`config.mk`:
```
export PLATFORM = sky130hd
export DESIGN_NAME = hxc_front
export DESIGN_NICKNAME = d
export VERILOG_FILES = /design/src/hw/rtl/hxc_pkg.sv /design/src/hw/rtl/hxc_front.sv
export SDC_FILE = /design/constraint.sdc
export NUM_CORES = 1
export LEC_CHECK = 0
export ABC_AREA = 1
export BUFFER_PORTS_ARGS = -buffer_cell sky130_fd_sc_hd__clkbuf_2
export CAP_MARGIN = 20
export CORE_MARGIN = 2
export CORE_UTILIZATION = 35
export CTS_CLUSTER_SIZE = 28
export DETAILED_ROUTE_END_ITERATION = 6
export SLEW_MARGIN = 15
export SYNTH_ARGS = -nofsm -noshare
export SYNTH_HDL_FRONTEND = slang
export SYNTH_SLANG_ARGS = --single-unit
```
`constraint.sdc`:
```
create_clock -name clk -period 10.75 [get_ports clk]
set_clock_uncertainty 0.2 [all_clocks]
set_input_delay 0.5375 -clock clk [delete_from_list [all_inputs] [get_ports clk]]
set_output_delay 0.5375 -clock clk [all_outputs]
set_load 0.02 [all_outputs]
```
`src/hw/rtl/hxc_pkg.sv`:
```
`timescale 1ns / 1ps
// hxc_pkg: shared types, constants and helper functions for the world_to_hex_cell block.
// No dependencies; every other file in hw/rtl refers to it by scoped names.

package hxc_pkg;

  // Output cell coordinate width (signed)
  localparam int GRID_BITS = 16;
  // Default fixed-point fraction width of world coordinates and tile reciprocal
  localparam int FRAC_BITS_DEFAULT = 16;
  // Entries in the front-to-back queue
  localparam int QUEUE_DEPTH = 2;

  // round(sqrt(3) * 2^30)
  localparam logic [31:0] SQRT3_Q30 = 32'd1859775393;
  // inv_tile_size after reset: 1.0 in Q16.16
  localparam logic [31:0] INV_TILE_RESET = 32'd65536;

  // Input transaction payload
  typedef struct packed {
    logic signed [31:0] world_x;
    logic signed [31:0] world_z;
  } in_t;

  // Result transaction payload
  typedef struct packed {
    logic signed [GRID_BITS-1:0] grid_col;
    logic signed [GRID_BITS-1:0] grid_row;
    logic                        saturated;
  } out_t;

  // Classified point handed from the front end to the back end
  typedef struct packed {
    logic        neg_x;
    logic        neg_z;
    logic [31:0] mag_x;
    logic [31:0] mag_z;
  } front_rec_t;

  // One radix-16 long-division step by 3: {rem, digit} / 3.
  // Returns {quotient digit[3:0], remainder[1:0]}. t <= 47, so t*43 >> 7 is exact.
  function automatic logic [5:0] div3_step(input logic [1:0] rem, input logic [3:0] digit);
    logic [5:0]  t;
    logic [10:0] p;
    logic [3:0]  q;
    logic [5:0]  r;
    t = {rem, digit};
    p = 11'(t) * 11'd43;
    q = p[10:7];
    r = t - 6'(q) - 6'({q, 1'b0});
    return {q, r[1:0]};
  endfunction

endpackage

```
`src/hw/rtl/hxc_front.sv`:
```
`timescale 1ns / 1ps
// hxc_front: accepts input transactions and splits each coordinate into sign and magnitude.
// Depends on hxc_pkg (in_t, front_rec_t); feeds hxc_queue.

module hxc_front (
  input  logic               clk,
  input  logic               rst_n,
  input  logic               start,
  output logic               busy,
  input  hxc_pkg::in_t       in_data,
  input  logic               q_full,
  output logic               push,
  output hxc_pkg::front_rec_t rec
);

  logic                vld_r;
  logic                vld_nxt;
  logic                accept;
  hxc_pkg::front_rec_t rec_r;
  hxc_pkg::front_rec_t rec_nxt;

  // handshake: hold a record until the queue takes it
  assign busy    = vld_r & q_full;
  assign accept  = start & ~busy;
  assign push    = vld_r & ~q_full;
  assign vld_nxt = accept | (vld_r & ~push);

  // sign / magnitude split; -2^31 has magnitude 2^31, which fits 32 unsigned bits
  always_comb begin
    rec_nxt.neg_x = in_data.world_x[31];
    rec_nxt.neg_z = in_data.world_z[31];
    rec_nxt.mag_x = in_data.world_x[31] ? 32'(-in_data.world_x) : 32'(in_data.world_x);
    rec_nxt.mag_z = in_data.world_z[31] ? 32'(-in_data.world_z) : 32'(in_data.world_z);
  end

  always_ff @(posedge clk) begin
    if (!rst_n) begin
      vld_r <= 1'b0;
    end else begin
      vld_r <= vld_nxt;
    end
  end

  always_ff @(posedge clk) begin
    if (accept) begin
      rec_r <= rec_nxt;
    end
  end

  assign rec = rec_r;

endmodule

```
==> results.ini <==
[sta]
final_max_slew_viol_count = 0
setup_tns_ns = 0
hold_violations = 0
finalCritPeriodShare_pct = 17.6
max_freq_mhz = 528
relSlewSlack_pct = 43.8
worst_slew_pin_slew_ns = 0.844
rsz0062_at_grt = no
finalCriticalPeriod_ns = 1.89
setup_viol = 0
fin_ws_ns = 8.86

[finish]
layout_common_cells = nand2_1 (181), clkbuf_2 (135), nor2_1 (81), edfxtp_1 (66), inv_1 (45)
final_core_util_pct = 45.7
drive_gt1_share_pct = 27.5
diodes = 0
fin_cells = 802
stdcell_area_um2 = 5250
syn2layout_area_growth_pct = 26.8
seqCellArea_um2 = 2000
nets = 727
nFillCells = 1135
multiInputGateArea_um2 = 1920
layout_commonest_cell = nand2_1

[die]
start_util_pct = 36.1
io_pins = 136
coreArea_um2 = 11500
die_area_um2 = 12700
die_y_um = 113
fp.dieW_um = 113
fp-row-count = 39

[flow_run]
cap_violations = 0

[routing]
wl_per_cell_um = 13.5
drc = 0
detail-route-antenna-nets = 0
first_iter_violations = 131
num_vias = 3803
wirelength_um = 10800
dr.pass1.iters = 5
viasPerCell = 4.74

[worst_setup_path]
cp_slowest_cell = clkbuf_2
critical_path_peak_fanout = 30
crit_required_ns = 10.63
cp_num_buf_inv = 2
max_stage_delay_ns = 0.48
crit_arrival_ns = 1.77
critical_path.top_delay_family = buffers and inverters
end_kind = flip-flop
worstSetupPathType = in -> reg
start_kind = input port
crit_chain = clkbuf_2 -> bufinv_8 -> a21oi_1 -> nor2_4 -> xnor2_1

[min_path]
hp-class = in -> reg

[global_route]
antenna_found_initial = 0
grt_max_degree = 67
grt_use_total_pct = 17.3
grt_pass1_wl_um = 17100
grt_pass1_vias = 3578
overflow = 0

[placed_design]
place_ws_ns = 8.53
place_congestion = 0.886
place_hpwl_um = 8580
numPortBuffers = 135
dp_cells = 787
dpl-instance-area_um2 = 4970

[synthesis]
synth_area_um2 = 4140
synth.avg_cell_area_um2 = 8.05
ys_types = 25
synthCells = 514
ys_async_sr_fraction_pct = 0
synth-seq-cells = 67
synth_nets = 586
yosys_warnings = 0
synthFlopType = edfxtp_1
ys_seq_area_share_pct = 48.4
synth_edf_count = 66

[clocking]
cts_resized = 0
numCtsBuffers = 9
cts_tree = built
clockRootBuffer = clkbuf_16
cts_setup_buffers = 0
cts_max_path_buffers = 2
clock_sinks = 67
clk-insertion-delay-late_ns = 0.32
postCtsHoldBufs = 0
htree_levels = 3
path_clk_slew_ns = 0.05

[pwr]
power.leakage_nw = 2.38
p_per_area_nw_per_um2 = 140
vdd_drop_max_mv = 0.111

[status]
status = complete, no violations

## flip-flops by register name, summed over array words and instances (netlist names)
name / flops
rec: 66
vld_r: 1
## synthesized netlist by cell type, types with 2 or more instances
cell,count,area share (%)
nand2_1,181,16
nor2_1,82,7.4
edfxtp_1,66,48
inv_1,45,4.1
nand3_1,33,4.0
xnor2_1,20,4.2
o21ai_0,16,1.9
nor2_2,13,2.0
nor2_4,10,2.7
xor2_1,7,1.5
nand4_1,6,0.91
nand3b_1,5,0.91
o21ai_2,5,1.1
a21oi_1,4,0.48
buf_2,4,0.48
ha_1,4,1.2
buf_4,2,0.36
nand2_2,2,0.30
nor3_1,2,0.24
o21ai_1,2,0.24
## per-stage QoR
stage,hold slack [ns],power [mW]
2_1_floorplan,0.270,0.408
3_3_place_gp,0.283,0.459
3_5_place_dp,0.313,0.460
4_1_cts,0.182,0.744
5_1_grt,0.185,0.767
6_report,0.202,0.734
## power breakdown
| group | internal (mW) | total, mW | switching [mW] |
|---|---|---|---|
| Clock | 0.176 | 0.280 | 0.104 |
| Sequential | 0.313 | 0.318 | 0.00544 |
| Combinational | 0.0445 | 0.135 | 0.0905 |
## kinds of logic after synthesis
kind of cell | synth area share (%)
and+or+nand+nor | 34.9
DFF | 48.4
buffers and inverters | 5.45
xor gates and xnor gates | 5.72
adders and majority gates | 1.21
AOI/OAI and AO/OA | 4.30
## routing by layer
metal | global-route usage, % | wire length, um
met4 | 6.26 | 154
met2 | 29.0 | 5320
met3 | 5.68 | 807
met5 | 0 | 0
met1 | 20.8 | 4540
## path summary, 6_finish.rpt
path                    start      end  slack [ns]  depth (start not counted)
setup / recovery  in_data[31]  rec[12]        8.86                          5
hold / removal     in_data[0]   rec[0]        0.20                          1
setup reg to reg        vld_r  rec[10]        8.97                          4
hold reg to reg         vld_r    vld_r        0.31                          2
## cell type report
type                            instances  share of cell area, %
Sequential cell                        67                   38.2
Multi-Input combinational cell        394                   36.5
Clock buffer                           11                   4.44
Tap cell                              143                   3.41
Timing Repair Buffer                  136                   13.0
Inverter                               47                   3.63
Clock inverter                          4                  0.811
(Power assumes the default switching activity.)
