**config.mk**
```make
export PLATFORM = sky130hd
export DESIGN_NAME = hxc_queue
export DESIGN_NICKNAME = d
export VERILOG_FILES = /design/src/hw/rtl/hxc_pkg.sv /design/src/hw/rtl/hxc_queue.sv
export SDC_FILE = /design/constraint.sdc
export NUM_CORES = 1
export LEC_CHECK = 0
export BUFFER_PORTS_ARGS = -buffer_cell sky130_fd_sc_hd__buf_2
export CAP_MARGIN = 20
export CORE_ASPECT_RATIO = 1.1
export CORE_UTILIZATION = 47
export DETAILED_ROUTE_END_ITERATION = 7
export PLACE_DENSITY_LB_ADDON = 0.12
export SLEW_MARGIN = 20
export SYNTH_ARGS = -nofsm -noshare
export SYNTH_HDL_FRONTEND = slang
export SYNTH_SLANG_ARGS = --single-unit
```
**constraint.sdc**
```tcl
create_clock -name clk -period 4.06 [get_ports clk]
set_clock_uncertainty 0.1 [all_clocks]
set_input_delay 0.203 -clock clk [delete_from_list [all_inputs] [get_ports clk]]
set_output_delay 0.203 -clock clk [all_outputs]
set_load 0.01 [all_outputs]
```
**src/hw/rtl/hxc_pkg.sv**
```systemverilog
`timescale 1ns / 1ps
// hxc_pkg: shared types, constants and helper functions for the world_to_hex_cell block.
// No dependencies; every other file in hw/rtl refers to it by scoped names.

package hxc_pkg;

  // Output cell coordinate width (signed)
  localparam int GRID_BITS = 16;
  // Default fixed-point fraction width of world coordinates and tile reciprocal
  localparam int FRAC_BITS_DEFAULT = 16;
  // Entries in the front-to-back queue
  localparam int QUEUE_DEPTH = 2;

  // round(sqrt(3) * 2^30)
  localparam logic [31:0] SQRT3_Q30 = 32'd1859775393;
  // inv_tile_size after reset: 1.0 in Q16.16
  localparam logic [31:0] INV_TILE_RESET = 32'd65536;

  // Input transaction payload
  typedef struct packed {
    logic signed [31:0] world_x;
    logic signed [31:0] world_z;
  } in_t;

  // Result transaction payload
  typedef struct packed {
    logic signed [GRID_BITS-1:0] grid_col;
    logic signed [GRID_BITS-1:0] grid_row;
    logic                        saturated;
  } out_t;

  // Classified point handed from the front end to the back end
  typedef struct packed {
    logic        neg_x;
    logic        neg_z;
    logic [31:0] mag_x;
    logic [31:0] mag_z;
  } front_rec_t;

  // One radix-16 long-division step by 3: {rem, digit} / 3.
  // Returns {quotient digit[3:0], remainder[1:0]}. t <= 47, so t*43 >> 7 is exact.
  function automatic logic [5:0] div3_step(input logic [1:0] rem, input logic [3:0] digit);
    logic [5:0]  t;
    logic [10:0] p;
    logic [3:0]  q;
    logic [5:0]  r;
    t = {rem, digit};
    p = 11'(t) * 11'd43;
    q = p[10:7];
    r = t - 6'(q) - 6'({q, 1'b0});
    return {q, r[1:0]};
  endfunction

endpackage

```
**src/hw/rtl/hxc_queue.sv**
```systemverilog
`timescale 1ns / 1ps
// hxc_queue: short FIFO of classified points between the front and back ends.
// Depends on hxc_pkg (front_rec_t).

module hxc_queue #(
  parameter int DEPTH = hxc_pkg::QUEUE_DEPTH
) (
  input  logic                clk,
  input  logic                rst_n,
  input  logic                push,
  input  hxc_pkg::front_rec_t din,
  output logic                full,
  input  logic                pop,
  output logic                not_empty,
  output hxc_pkg::front_rec_t dout
);

  localparam int PW = (DEPTH > 1) ? $clog2(DEPTH) : 1;
  localparam int CW = $clog2(DEPTH + 1);

  hxc_pkg::front_rec_t mem_r [DEPTH];
  logic [PW-1:0]       wr_ptr_r;
  logic [PW-1:0]       wr_ptr_nxt;
  logic [PW-1:0]       rd_ptr_r;
  logic [PW-1:0]       rd_ptr_nxt;
  logic [CW-1:0]       count_r;
  logic [CW-1:0]       count_nxt;
  logic                do_pop;

  assign full      = (count_r == CW'(DEPTH));
  assign not_empty = (count_r != '0);
  assign do_pop    = pop & not_empty;
  assign dout      = mem_r[rd_ptr_r];

  // pointer wrap and occupancy
  always_comb begin
    wr_ptr_nxt = wr_ptr_r;
    rd_ptr_nxt = rd_ptr_r;
    count_nxt  = count_r;
    if (push) begin
      wr_ptr_nxt = (wr_ptr_r == PW'(DEPTH - 1)) ? '0 : wr_ptr_r + PW'(1);
    end
    if (do_pop) begin
      rd_ptr_nxt = (rd_ptr_r == PW'(DEPTH - 1)) ? '0 : rd_ptr_r + PW'(1);
    end
    if (push && !do_pop) begin
      count_nxt = count_r + CW'(1);
    end else if (!push && do_pop) begin
      count_nxt = count_r - CW'(1);
    end
  end

  always_ff @(posedge clk) begin
    if (!rst_n) begin
      wr_ptr_r <= '0;
      rd_ptr_r <= '0;
      count_r  <= '0;
    end else begin
      wr_ptr_r <= wr_ptr_nxt;
      rd_ptr_r <= rd_ptr_nxt;
      count_r  <= count_nxt;
    end
  end

  always_ff @(posedge clk) begin
    if (push) begin
      mem_r[wr_ptr_r] <= din;
    end
  end

endmodule

```
==> flow_summary_export.csv <==
group,metric,value,unit
cts,clockBufferDepth,2,
detailed_routing,routed.top_layer,"met4",
logic_synthesis,postSynthAreaPerCell,22.0,um2
timing,period_share,55.0,%
status,status,"complete, no violations",
setup_path,cp_slowest_cell,"dfxtp_4",
timing,worst_pin_slew,0.957,ns
global_route,grt_pass1_wl,13.2,mm
timing,slew_viol_final,0,
setup_path,path_cells,"mux2_2, buf_2",
layout,area_delta_synth_final,41.3,%
floorplanning,start_util,48.2,%
layout,diodes,0,
setup_path,crit_fanout,66,
floorplanning,fp.dieW,100,um
cts,tritoncts,"done",
global_route,grt_util_all_layers,16.5,%
detailed_routing,avgViaCountPerCell,4.65,
place,port_buffers,137,
flow_run,cap_violations,0,
logic_synthesis,syn-num-nets,298,
global_route,grt_antenna_before_repair,0,
cts,postCtsSetupRepairBufs,0,
timing,fin_ws,1.83,ns
global_route,grt_pass1_vias,2842,
detailed_routing,first_pass_iters,4,
cts,clk_pin_slew,0.05,ns
detailed_routing,via_count,2787,
hold_path,hold_path.class,"in2reg",
global_route,grt_overflow_total,0,
setup_path,criticalPathCategory,"reg2out",
layout,fill_cells,737,
timing,finalSetupViolCount,0,
logic_synthesis,syn_inst,227,
logic_synthesis,ys_ff_latch,137,
setup_path,worstSetupStartpointType,"flop",
timing,min_period,2.23,ns
logic_synthesis,yosysWarnings,0,
logic_synthesis,async_reset_ff_share,0,%
layout,fin_util,68.1,%
timing,tns,0,ns
timing,fmax,0.448,GHz
detailed_routing,wl_met1,3.58,mm
setup_path,cpPeakStageDelay,0.94,ns
timing,fin_hold_ws,0.0901,ns
power,peakVddDrop,368,uV
floorplanning,rows,39,
power,p_leak,2.68,nW
timing,rsz0062_at_grt,"false",
logic_synthesis,ys_seq_area_share,81.4,%
cts,clkLatencyLatePin,0.40,ns
detailed_routing,drc_errors,0,
logic_synthesis,synth_ff_type,"edfxtp_1",
cts,cts_root_buf,"clkbuf_16",
detailed_routing,wl_met2,4.81,mm
layout,finalInstanceArea,7050,um2
detailed_routing,wl_met3,500,um
logic_synthesis,synth_edf_count,132,
cts,numCtsBuffers,17,
cts,htreeDepth,4,
detailed_routing,wl_per_cell,15.0,um
logic_synthesis,syn_area,4990,um2
setup_path,crit_arrival,1.93,ns
layout,drive_gt1_share,51.1,%
detailed_routing,drt_iter0_drc,140,
floorplanning,die_h,110,um
floorplanning,ioPinCount,138,
timing,hold_viol_final,0,
setup_path,endpoint_kind,"primary output",
global_route,grt_max_degree,67,
floorplanning,fp.coreArea,10300,um2
cts,cts_num_sinks,137,
layout,fin_nets,515,
layout,fin_cells,599,
place,dpl.cell_count,501,
place,gp_congestion,0.676,
timing,maxSlewHeadroom,36.2,%
detailed_routing,routed_wl,8.98,mm
power,power-per-cell-area,565,nW/um2
place,placed_area,5810,um2
setup_path,critPathRequiredTime,3.76,ns
detailed_routing,ant_nets,0,
floorplanning,die-area,11000,um2
power,p_total,3.98,mW
place,detailed_place_hpwl,4.88,mm
place,preCtsSetupSlack,1.96,ns
logic_synthesis,yosys.cell_types.count,17,
-- final timing paths --
kind / startpoint / end / slack (ns) / cells after the start
max: flop / dout[7] / 1.83 / 2
min: push / wr_ptr_r / 0.09 / 3
max reg2reg: wr_ptr_r / mem_r[0][64] / 2.04 / 2
min reg2reg: count_r[1] / count_r[1] / 0.44 / 2
-- state kept, by name, indices dropped and copies added (netlist names), named ones only --
register / count
wr_ptr_r: 1
count_r: 2
rd_ptr_r: 1
mem_r: 132
-- worst max-delay path, delay by kind of cell (launching register included) --
kind                   cells  cell delay, ns
muxes                      1            0.42
buffers and inverters      1            0.15
DFF                        1            0.94
-- cells in the final DEF (no fill, tap or decap), types with 2 or more instances in the layout --
cell,netlist,routed
clkbuf_16,0,17
clkinv_2,0,4
bufinv_16,0,3
clkbuf_1,0,2
buf_2,2,137
clkinv_1,0,4
xnor2_1,2,2
edfxtp_1,132,132
and2_1,4,3
mux2_2,66,66
nor2b_1,3,2
dlygate4sd3_1,0,67
dfxtp_1,5,4
-- where the power goes --
part           switching [mW]  internal [mW]  total, mW
logic                   0.296          0.435      0.731
clock network           0.518          0.947       1.47
registers               0.136           1.65       1.79
total                   0.951           3.03       3.98
-- cell families after synthesis --
| kind of cell | after synthesis | synth area share [%] |
|---|---|---|
| compound gates | 4 | 0.501 |
| xor+xnor | 3 | 0.527 |
| fa+ha+maj | 1 | 0.251 |
| buf+inv | 7 | 1.25 |
| flops | 137 | 81.4 |
| mux | 66 | 14.9 |
| simple gates | 9 | 1.13 |
-- layer usage --
metal	vias up	track usage (%)
met5	-	0
li1	1330	-
met2	86	28.9
met1	1360	17.7
met4	0	7.76
met3	11	6.31
-- cells in the mapped netlist, drive strengths merged (2+ instances only) --
cell type    n  area (um2)
and2         4        25.0
buf          7        62.6
dfxtp        5         100
edfxtp     132        3960
mux2        66         743
nor2b        3        18.8
o21ai        2        10.0
xnor2        2        17.5
-- final cells by class --
type	count	area [um2]	area share, %
clock buffer	19	433	6.14
sequential	137	4070	57.7
clock inverter	12	133	1.88
tap	143	179	2.54
timing repair buffer	205	1360	19.3
multi-input combinational	83	873	12.4
-- repair_timing --
item                      in CTS  in global routing
hold buffers                  67                  0
gates resized for setup        0                  0
hold endpoints to repair     137                  0
Power figures use the tool's default switching activity.
